==> src/rtl/der_pkg.sv <==
// Package for the deferred event router: parameter defaults, codes and a shared saturating-increment function.
// Used by every module of the block; depends on nothing.
package der_pkg;

    localparam int NORMAL_DEPTH   = 16;
    localparam int DEFERRED_DEPTH = 16;
    localparam int LIST_DEPTH     = 8;
    localparam int TYPE_BITS      = 8;
    localparam int HANDLE_BITS    = 16;

    localparam int CAP_BITS   = 5;
    localparam int LIMIT_BITS = 4;
    localparam int STAT_BITS  = 3;
    localparam int CNT_BITS   = 5;

    localparam logic [1:0] KIND_POST    = 2'd0;
    localparam logic [1:0] KIND_DEFER   = 2'd1;
    localparam logic [1:0] KIND_UNDEFER = 2'd2;
    localparam logic [1:0] KIND_TAKE    = 2'd3;

    localparam logic [STAT_BITS-1:0] ST_OK         = 3'd0;
    localparam logic [STAT_BITS-1:0] ST_FULL       = 3'd1;
    localparam logic [STAT_BITS-1:0] ST_EMPTY      = 3'd2;
    localparam logic [STAT_BITS-1:0] ST_NOT_LISTED = 3'd3;
    localparam logic [STAT_BITS-1:0] ST_LIST_FULL  = 3'd4;

    localparam logic [1:0] CFG_NORMAL_CAP   = 2'd0;
    localparam logic [1:0] CFG_DEFERRED_CAP = 2'd1;
    localparam logic [1:0] CFG_LIST_LIMIT   = 2'd2;

    // Saturating increment of a result counter.
    function automatic logic [CNT_BITS-1:0] sat_inc(input logic [CNT_BITS-1:0] v);
        sat_inc = (v == {CNT_BITS{1'b1}}) ? v : v + 1'b1;
    endfunction

endpackage

==> src/rtl/der_fifo.sv <==
// One event FIFO of the router: a synchronous memory with pointers and fill count.
// Depends on der_pkg. Pop data is registered and appears in the cycle after the pop request.
module der_fifo #(
    parameter int DEPTH  = der_pkg::NORMAL_DEPTH,
    parameter int WIDTH  = der_pkg::TYPE_BITS + der_pkg::HANDLE_BITS,
    parameter int PBITS  = $clog2(DEPTH),
    parameter int FBITS  = $clog2(DEPTH + 1)
) (
    input  logic             i_clk,
    input  logic             i_rst_n,
    input  logic [FBITS-1:0] i_cap,
    input  logic             i_push,
    input  logic [WIDTH-1:0] i_push_data,
    input  logic             i_pop,
    output logic [WIDTH-1:0] o_pop_data,
    output logic             o_full,
    output logic             o_empty,
    output logic [FBITS-1:0] o_fill
);

    logic [WIDTH-1:0] r_mem [DEPTH];
    logic [WIDTH-1:0] r_rdata;
    logic [PBITS-1:0] r_head, r_tail, n_head, n_tail;
    logic [FBITS-1:0] r_fill, n_fill;
    logic [PBITS-1:0] head_slot, tail_slot;
    logic [FBITS-1:0] head_inc, tail_inc;

    // A pointer at or beyond the capacity counts as slot zero.
    assign head_slot = ({1'b0, r_head} < {1'b0, i_cap}) ? r_head : '0;
    assign tail_slot = ({1'b0, r_tail} < {1'b0, i_cap}) ? r_tail : '0;
    assign head_inc  = FBITS'(head_slot) + 1'b1;
    assign tail_inc  = FBITS'(tail_slot) + 1'b1;

    assign o_full  = (r_fill >= i_cap);
    assign o_empty = (r_fill == '0);
    assign o_fill  = r_fill;
    assign o_pop_data = r_rdata;

    always_comb begin
        n_head = r_head;
        n_tail = r_tail;
        n_fill = r_fill;
        if (i_pop) begin
            n_head = (head_inc >= i_cap) ? '0 : head_inc[PBITS-1:0];
        end
        if (i_push) begin
            n_tail = (tail_inc >= i_cap) ? '0 : tail_inc[PBITS-1:0];
        end
        if (i_push && !i_pop) begin
            n_fill = r_fill + 1'b1;
        end else if (i_pop && !i_push) begin
            n_fill = r_fill - 1'b1;
        end
    end

    always_ff @(posedge i_clk) begin
        if (!i_rst_n) begin
            r_head <= PBITS'(1);
            r_tail <= '0;
            r_fill <= '0;
        end else begin
            r_head <= n_head;
            r_tail <= n_tail;
            r_fill <= n_fill;
        end
    end

    always_ff @(posedge i_clk) begin
        if (i_push) begin
            r_mem[n_tail] <= i_push_data;
        end
        r_rdata <= r_mem[head_slot];
    end

endmodule

==> src/rtl/der_list.sv <==
// Short list of deferred event types with search, append and compacting removal.
// Depends on der_pkg.
module der_list #(
    parameter int LIST_DEPTH = der_pkg::LIST_DEPTH,
    parameter int TYPE_BITS  = der_pkg::TYPE_BITS,
    parameter int LBITS      = $clog2(LIST_DEPTH + 1)
) (
    input  logic                 i_clk,
    input  logic                 i_rst_n,
    input  logic [TYPE_BITS-1:0] i_type,
    input  logic [LBITS-1:0]     i_limit,
    input  logic                 i_append,
    input  logic                 i_remove,
    output logic                 o_listed,
    output logic                 o_full
);

    logic [TYPE_BITS-1:0] r_list [LIST_DEPTH];
    logic [LBITS-1:0]     r_fill;
    logic [LIST_DEPTH-1:0] hit;
    logic [LIST_DEPTH-1:0] sel;
    logic                 found;

    always_comb begin
        for (int i = 0; i < LIST_DEPTH; i++) begin
            hit[i] = (LBITS'(i) < r_fill) && (r_list[i] == i_type);
        end
    end
    assign found    = |hit;
    assign o_listed = found;
    assign o_full   = (r_fill >= i_limit);

    // Highest matching index is removed; entries above it shift down.
    always_comb begin
        sel = '0;
        for (int i = 0; i < LIST_DEPTH; i++) begin
            if (hit[i]) begin
                sel = '0;
                sel[i] = 1'b1;
            end
        end
    end

    always_ff @(posedge i_clk) begin
        if (!i_rst_n) begin
            r_fill <= '0;
            for (int i = 0; i < LIST_DEPTH; i++) begin
                r_list[i] <= '0;
            end
        end else if (i_append && !o_full) begin
            r_list[r_fill[$clog2(LIST_DEPTH > 1 ? LIST_DEPTH : 2)-1:0]] <= i_type;
            r_fill <= r_fill + 1'b1;
        end else if (i_remove && found) begin
            for (int i = 0; i < LIST_DEPTH; i++) begin
                if ((sel & ((LIST_DEPTH)'(1) << i)) != '0 ||
                    (|(sel & (((LIST_DEPTH)'(1) << i) - 1'b1)))) begin
                    r_list[i] <= (i + 1 < LIST_DEPTH) ? r_list[(i + 1) % LIST_DEPTH] : '0;
                end
            end
            r_fill <= r_fill - 1'b1;
        end
    end

endmodule

==> src/rtl/deferred_event_router.sv <==
// Deferred event router: top level with the sequencer, both event FIFOs and the type list.
// Depends on der_pkg, der_fifo and der_list.
// Throughput: one item at a time; a new beat is taken the cycle after the result leaves.
// Reset (synchronous, active low) resets the FIFO pointers and clears fills, the list and the sequencer.
module deferred_event_router #(
    parameter int NORMAL_DEPTH   = der_pkg::NORMAL_DEPTH,
    parameter int DEFERRED_DEPTH = der_pkg::DEFERRED_DEPTH,
    parameter int LIST_DEPTH     = der_pkg::LIST_DEPTH,
    parameter int TYPE_BITS      = der_pkg::TYPE_BITS,
    parameter int HANDLE_BITS    = der_pkg::HANDLE_BITS
) (
    input  logic                          i_clk,
    input  logic                          i_rst_n,
    input  logic                          i_valid,
    output logic                          o_stall,
    input  logic [1:0]                    i_kind,
    input  logic [TYPE_BITS-1:0]          i_event_type,
    input  logic [HANDLE_BITS-1:0]        i_event_handle,
    output logic                          o_valid,
    input  logic                          i_stall,
    output logic [der_pkg::STAT_BITS-1:0] o_status,
    output logic                          o_went_deferred,
    output logic [HANDLE_BITS-1:0]        o_out_handle,
    output logic [TYPE_BITS-1:0]          o_out_type,
    output logic [der_pkg::CNT_BITS-1:0]  o_moved_count,
    output logic [der_pkg::CNT_BITS-1:0]  o_dropped_count,
    input  logic                          i_cfg_valid,
    output logic                          o_cfg_ready,
    input  logic [1:0]                    i_cfg_index,
    input  logic [der_pkg::CAP_BITS-1:0]  i_cfg_data
);

    localparam int W      = TYPE_BITS + HANDLE_BITS;
    localparam int NFB    = $clog2(NORMAL_DEPTH + 1);
    localparam int DFB    = $clog2(DEFERRED_DEPTH + 1);
    localparam int LBITS  = $clog2(LIST_DEPTH + 1);
    localparam int CB     = der_pkg::CAP_BITS;
    localparam int CNTB   = der_pkg::CNT_BITS;

    // Sequencer states.
    localparam logic [2:0] S_IDLE = 3'd0;
    localparam logic [2:0] S_READ = 3'd1;   // list lookup; pop issued for a take, memory data next cycle
    localparam logic [2:0] S_TAKE = 3'd2;   // take data available
    localparam logic [2:0] S_WALK = 3'd3;   // undefer: decide on next deferred event
    localparam logic [2:0] S_MOVE = 3'd4;   // undefer: popped data available
    localparam logic [2:0] S_OUT  = 3'd5;   // result waiting

    logic [2:0]             r_state, n_state;
    logic [1:0]             r_kind;
    logic [TYPE_BITS-1:0]   r_type;
    logic [HANDLE_BITS-1:0] r_handle;
    logic [DFB-1:0]         r_left;

    logic [NFB-1:0]   r_ncap;
    logic [DFB-1:0]   r_dcap;
    logic [LBITS-1:0] r_limit;

    logic [der_pkg::STAT_BITS-1:0] r_status;
    logic                   r_went;
    logic [HANDLE_BITS-1:0] r_oh;
    logic [TYPE_BITS-1:0]   r_ot;
    logic [CNTB-1:0]        r_moved, r_dropped;

    logic n_push, n_pop, d_push, d_pop;
    logic [W-1:0] n_wdata, d_wdata, n_rdata, d_rdata;
    logic n_full, n_empty, d_full, d_empty;
    logic [NFB-1:0] n_fillv;
    logic [DFB-1:0] d_fillv;
    logic l_listed, l_full, l_append, l_remove;
    logic accept;

    // Capacity clamps, applied at reset and on a configuration write.
    function automatic logic [NFB-1:0] clamp_n(input logic [CB-1:0] v);
        if (v == '0) clamp_n = NFB'(1);
        else if (32'(v) > NORMAL_DEPTH) clamp_n = NFB'(NORMAL_DEPTH);
        else clamp_n = NFB'(v);
    endfunction
    function automatic logic [DFB-1:0] clamp_d(input logic [CB-1:0] v);
        if (v == '0) clamp_d = DFB'(1);
        else if (32'(v) > DEFERRED_DEPTH) clamp_d = DFB'(DEFERRED_DEPTH);
        else clamp_d = DFB'(v);
    endfunction

    assign o_cfg_ready = 1'b1;
    assign o_stall     = (r_state != S_IDLE);
    assign accept      = i_valid && (r_state == S_IDLE);

    always_ff @(posedge i_clk) begin
        if (!i_rst_n) begin
            r_ncap  <= clamp_n(CB'(16));
            r_dcap  <= clamp_d(CB'(16));
            r_limit <= (LIST_DEPTH < 8) ? LBITS'(LIST_DEPTH) : LBITS'(8);
        end else if (i_cfg_valid) begin
            case (i_cfg_index)
                der_pkg::CFG_NORMAL_CAP:   r_ncap <= clamp_n(i_cfg_data);
                der_pkg::CFG_DEFERRED_CAP: r_dcap <= clamp_d(i_cfg_data);
                der_pkg::CFG_LIST_LIMIT: begin
                    r_limit <= (32'(i_cfg_data[3:0]) > LIST_DEPTH) ?
                               LBITS'(LIST_DEPTH) : LBITS'(i_cfg_data[3:0]);
                end
                default: ;
            endcase
        end
    end

    der_fifo #(.DEPTH(NORMAL_DEPTH), .WIDTH(W)) u_normal (
        .i_clk(i_clk), .i_rst_n(i_rst_n), .i_cap(r_ncap),
        .i_push(n_push), .i_push_data(n_wdata), .i_pop(n_pop),
        .o_pop_data(n_rdata), .o_full(n_full), .o_empty(n_empty), .o_fill(n_fillv)
    );

    der_fifo #(.DEPTH(DEFERRED_DEPTH), .WIDTH(W)) u_deferred (
        .i_clk(i_clk), .i_rst_n(i_rst_n), .i_cap(r_dcap),
        .i_push(d_push), .i_push_data(d_wdata), .i_pop(d_pop),
        .o_pop_data(d_rdata), .o_full(d_full), .o_empty(d_empty), .o_fill(d_fillv)
    );

    // The list always sees the type held from the accepted beat.
    der_list #(.LIST_DEPTH(LIST_DEPTH), .TYPE_BITS(TYPE_BITS)) u_list (
        .i_clk(i_clk), .i_rst_n(i_rst_n), .i_type(r_type), .i_limit(r_limit),
        .i_append(l_append), .i_remove(l_remove), .o_listed(l_listed), .o_full(l_full)
    );

    // Sequencer: the item is captured in IDLE and worked on from READ onwards.
    always_comb begin
        n_state  = r_state;
        n_push   = 1'b0;
        d_push   = 1'b0;
        n_pop    = 1'b0;
        d_pop    = 1'b0;
        n_wdata  = {r_handle, r_type};
        d_wdata  = {r_handle, r_type};
        l_append = 1'b0;
        l_remove = 1'b0;
        case (r_state)
            S_IDLE: if (accept) n_state = S_READ;
            S_READ: begin
                case (r_kind)
                    der_pkg::KIND_POST: begin
                        if (l_listed) d_push = !d_full;
                        else n_push = !n_full;
                        n_state = S_OUT;
                    end
                    der_pkg::KIND_DEFER: begin
                        l_append = 1'b1;
                        n_state  = S_OUT;
                    end
                    der_pkg::KIND_UNDEFER: begin
                        l_remove = 1'b1;
                        n_state  = l_listed ? S_WALK : S_OUT;
                    end
                    default: begin
                        n_pop   = !n_empty;
                        n_state = n_empty ? S_OUT : S_TAKE;
                    end
                endcase
            end
            S_TAKE: n_state = S_OUT;
            S_WALK: begin
                if (r_left == '0) begin
                    n_state = S_OUT;
                end else begin
                    d_pop   = 1'b1;
                    n_state = S_MOVE;
                end
            end
            S_MOVE: begin
                if (d_rdata[TYPE_BITS-1:0] == r_type) begin
                    n_push  = !n_full;
                    n_wdata = d_rdata;
                end else begin
                    d_push  = 1'b1;
                    d_wdata = d_rdata;
                end
                n_state = S_WALK;
            end
            S_OUT: if (!i_stall) n_state = S_IDLE;
            default: n_state = S_IDLE;
        endcase
    end

    always_ff @(posedge i_clk) begin
        if (!i_rst_n) begin
            r_state <= S_IDLE;
        end else begin
            r_state <= n_state;
        end
    end

    always_ff @(posedge i_clk) begin
        if (accept) begin
            r_kind    <= i_kind;
            r_type    <= i_event_type;
            r_handle  <= i_event_handle;
            r_status  <= der_pkg::ST_OK;
            r_went    <= 1'b0;
            r_oh      <= '0;
            r_ot      <= '0;
            r_moved   <= '0;
            r_dropped <= '0;
        end
        case (r_state)
            S_READ: begin
                case (r_kind)
                    der_pkg::KIND_POST: begin
                        if (l_listed) begin
                            if (d_full) r_status <= der_pkg::ST_FULL;
                            else r_went <= 1'b1;
                        end else if (n_full) begin
                            r_status <= der_pkg::ST_FULL;
                        end
                    end
                    der_pkg::KIND_DEFER: begin
                        if (l_full) r_status <= der_pkg::ST_LIST_FULL;
                    end
                    der_pkg::KIND_UNDEFER: begin
                        if (!l_listed) r_status <= der_pkg::ST_NOT_LISTED;
                        r_left <= d_fillv;
                    end
                    default: begin
                        if (n_empty) r_status <= der_pkg::ST_EMPTY;
                    end
                endcase
            end
            S_TAKE: begin
                r_ot <= n_rdata[TYPE_BITS-1:0];
                r_oh <= n_rdata[W-1:TYPE_BITS];
            end
            S_WALK: if (r_left != '0) r_left <= r_left - 1'b1;
            S_MOVE: begin
                if (d_rdata[TYPE_BITS-1:0] == r_type) begin
                    if (n_full) r_dropped <= der_pkg::sat_inc(r_dropped);
                    else r_moved <= der_pkg::sat_inc(r_moved);
                end
            end
            default: ;
        endcase
    end

    assign o_valid         = (r_state == S_OUT);
    assign o_status        = r_status;
    assign o_went_deferred = r_went;
    assign o_out_handle    = r_oh;
    assign o_out_type      = r_ot;
    assign o_moved_count   = r_moved;
    assign o_dropped_count = r_dropped;

endmodule

==> config.mk <==
export PLATFORM = sky130hd
export DESIGN_NAME = deferred_event_router
export DESIGN_NICKNAME = d
export VERILOG_FILES = /design/src/rtl/der_pkg.sv /design/src/rtl/der_fifo.sv /design/src/rtl/der_list.sv /design/src/rtl/deferred_event_router.sv
export SDC_FILE = /design/constraint.sdc
export NUM_CORES = 1
export LEC_CHECK = 0
export BUFFER_PORTS_ARGS = -buffer_cell sky130_fd_sc_hd__buf_2
export CORE_MARGIN = 1.5
export CORE_UTILIZATION = 40
export DETAILED_ROUTE_END_ITERATION = 8
export PLACE_DENSITY = 0.6
export SYNTH_ARGS = -nofsm -noshare
export SYNTH_HDL_FRONTEND = slang
export SYNTH_SLANG_ARGS = --single-unit
==> constraint.sdc <==
create_clock -name i_clk -period 8.98 [get_ports i_clk]
set_clock_uncertainty 0.1 [all_clocks]
set_input_delay 0.898 -clock i_clk [delete_from_list [all_inputs] [get_ports i_clk]]
set_output_delay 0.898 -clock i_clk [all_outputs]
set_load 0.01 [all_outputs]
==> impl_metrics.yaml <==
setup_path:
  cpPeakStageDelay_ns: 0.59
  cp_top_family: "compound AO/OA/AOI/OAI gates"
  worst-path-max-fanout: 24
  critPathLaunchType: "flip-flop"
  critical_path_class: "reg2reg"
  path_buf_inv: 3
  worst_path_most_repeated_cell: "a21o_1"
  worstPathCellList: "inv_1 > ha_1 > a21o_1 > a21o_1 > a21oi_1 > o21ai_0 > inv_1 > ha_1 > nor2b_1 > a221oi_1 > nand3b_1 > ha_1 > a21o_1 > a21o_1 > a21oi_1 > nand2_1 > nor4_2 > buf_4"
  cp.arrival_ns: 5.84
  slowest_stage: "a21oi_1"
  crit_path_end_kind: "flip-flop"
  crit_required_ns: 9.22
cells_and_area:
  multiInputGateArea_sq_um: 12130
  fillers: 8935
  drive_above_1_share: 0.1945
  layout_commonest_cell: "edfxtp_1"
  antenna_cells: 0
  final_cell_count_no_fill: 4228
  fin_nets: 2868
  final_util: 0.4558
  seq_area_sq_um: 28930
  area_growth_syn_to_layout_pct: 12.95
  final_cell_mix: "edfxtp_1, nand2_1, a21oi_1, mux2i_1, clkbuf_16"
drt:
  dr.pass1.iters: 7
  wirelength_mm: 96.14
  wl_met1_mm: 43.53
  drc: 0
  ant_nets: 0
  drt-initial-drc-count: 2007
  wl_met3_mm: 5.869
  via_count: 23270
  met2_length_mm: 45.09
  wl_per_cell_microns: 22.74
  via_per_inst: 5.504
  top_layer: "met4"
clocking:
  cts_made_buffers: 100
  cts_hold_buf: 0
  clock_path_buffers: 3
  postCtsSetupBuffers: 0
  clock_latency_ns: 0.69
  clockRootBuffer: "clkbuf_16"
  post_cts_resized: 0
  htreeDepth: 3
  clock-sinks: 996
  cts_tree: "built"
  path_clk_slew_ns: 0.06
sta:
  setup_violations: 0
  grt_setup_unrepaired: "no"
  hold_slack_ns: 0.3046
  min_period_ns: 5.603
  tns_ns: 0
  worstMarginPinSlew_ns: 1.114
  drv_slew: 0
  relSlewSlack: 0.2576
  max_freq_mhz: 178.5
  min_period_over_period: 0.6240
  finalHoldViolCount: 0
floorplan:
  die_w_microns: 326.4
  dieArea_sq_um: 106500
  rows: 118
  io_pins: 79
  core-area_sq_um: 103600
  start_util: 0.4035
  die_height_microns: 326.4
synth:
  synth_edf_count: 897
  synthCells: 2672
  async_flop_share: 0
  ys_types: 81
  ys_seq_area_frac: 0.6914
  syn_area_sq_um: 41830
  ys_warn_count: 0
  synth.avg_cell_area_sq_um: 15.65
  synth_ff_type: "edfxtp_1"
  synthesis.nets: 2778
  ys_seq_elements: 996
global_routing:
  grt_pass1_vias: 23470
  antenna_found_initial: 5
  grt_pass1_wl_mm: 145.1
  grt.overflow.total: 0
  grt_max_degree: 70
  grt_use_total: 0.1783
power_and_ir_drop:
  p_leak_nw: 16.32
  power_density_nw_per_um2: 216.6
  irDropWorstVdd_mv: 0.1429
  finalPower_w: 0.01023
placed_design:
  gp_congestion: 0.8428
  io_buffers: 77
  dp_cells: 4040
  post-dp-hpwl_mm: 60.22
hold_path:
  hp-class: "in2reg"
job:
  drv_cap: 0
outcome:
  status: "finished clean"
-- registers in the layout, summed over array words and instances (netlist names), 8 cells and up --
register and flops:
u_normal.r_mem 384, u_list.r_list 64, r_type 8, u_normal.o_pop_data 24, o_out_type 8, u_deferred.r_mem 384, u_deferred.o_pop_data 24, o_out_handle 16
r_handle 16
-- power breakdown --
part / total, W / internal, W / switching [W]
Combinational: 0.000836 / 0.000263 / 0.000574
Clock: 0.00404 / 0.00227 / 0.00177
Sequential: 0.00535 / 0.00529 / 0.0000649
-- metrics by stage --
stage,setup slack [ns],area [sq um]
6_report,3.377,47240
5_1_grt,2.906,47240
4_1_cts,3.469,47240
3_5_place_dp,3.509,44030
2_1_floorplan,2.508,41830
3_3_place_gp,3.663,44030
-- area by class of cell --
type / count / area share
flip-flops and latches: 996 / 0.6124
multi-input cells: 1437 / 0.2568
clock buffers: 140 / 0.05827
well taps: 1380 / 0.03655
repair buffers: 155 / 0.02055
clock inverters: 48 / 0.009667
inverters: 72 / 0.005721
-- final timing paths --
kind                     startpoint  cells past startpoint  slack (ns)                      end
setup / recovery          r_dcap[1]                     18        3.38  u_deferred.r_mem[6][15]
hold / removal    i_event_handle[6]                      1        0.30              r_handle[6]
setup reg to reg          r_dcap[1]                     18        3.38  u_deferred.r_mem[6][15]
hold reg to reg         o_status[0]                      2        0.38              o_status[0]
-- synth_stat cells (5+ instances only) --
library cell | count | share of area
a21oi_1 | 115 | 0.014
or3_1 | 8 | 0.0012
a221oi_1 | 49 | 0.010
nor2b_1 | 38 | 0.0057
a22oi_1 | 26 | 0.0047
buf_2 | 34 | 0.0041
nor2_1 | 92 | 0.0083
and2_1 | 54 | 0.0081
nand4_1 | 7 | 0.0010
dfxtp_1 | 99 | 0.047
xnor2_1 | 52 | 0.011
nor3_1 | 29 | 0.0035
and3_1 | 8 | 0.0012
o21a_1 | 6 | 0.0011
buf_4 | 15 | 0.0027
o22ai_1 | 24 | 0.0036
a21o_1 | 26 | 0.0047
mux4_2 | 96 | 0.052
nor4_2 | 5 | 0.0015
nand3_1 | 52 | 0.0062
o211ai_1 | 53 | 0.0095
a2bb2oi_1 | 24 | 0.0050
nand3b_1 | 6 | 0.0011
nand2_1 | 126 | 0.011
xor2_1 | 39 | 0.0082
clkbuf_1 | 102 | 0.0092
nor4_1 | 37 | 0.0055
or2_2 | 6 | 0.00090
edfxtp_1 | 897 | 0.64
nor3b_1 | 5 | 0.00090
mux2i_1 | 113 | 0.027
ha_1 | 66 | 0.020
a22o_1 | 50 | 0.010
o21ai_0 | 63 | 0.0075
nand2b_1 | 14 | 0.0021
mux2_2 | 83 | 0.022
inv_1 | 69 | 0.0062
buf_1 | 13 | 0.0012
-- logic make-up after synthesis --
logic type,Yosys count,synth area share
AOI/OAI and AO/OA,478,0.08038
xor gates and xnor gates,91,0.01906
adders and majority gates,68,0.02070
buffers and inverters,239,0.02435
DFF,996,0.6914
muxes,292,0.1011
other,1,0.00008966
and+or+nand+nor,507,0.06294
-- layer usage --
metal  vias to the layer above  track usage
met1                     11850       0.2538
met4                         0      0.04650
met5                         -            0
met2                       692       0.2842
met3                       118      0.03042
li1                      10610            -
(Power assumes the default switching activity.)
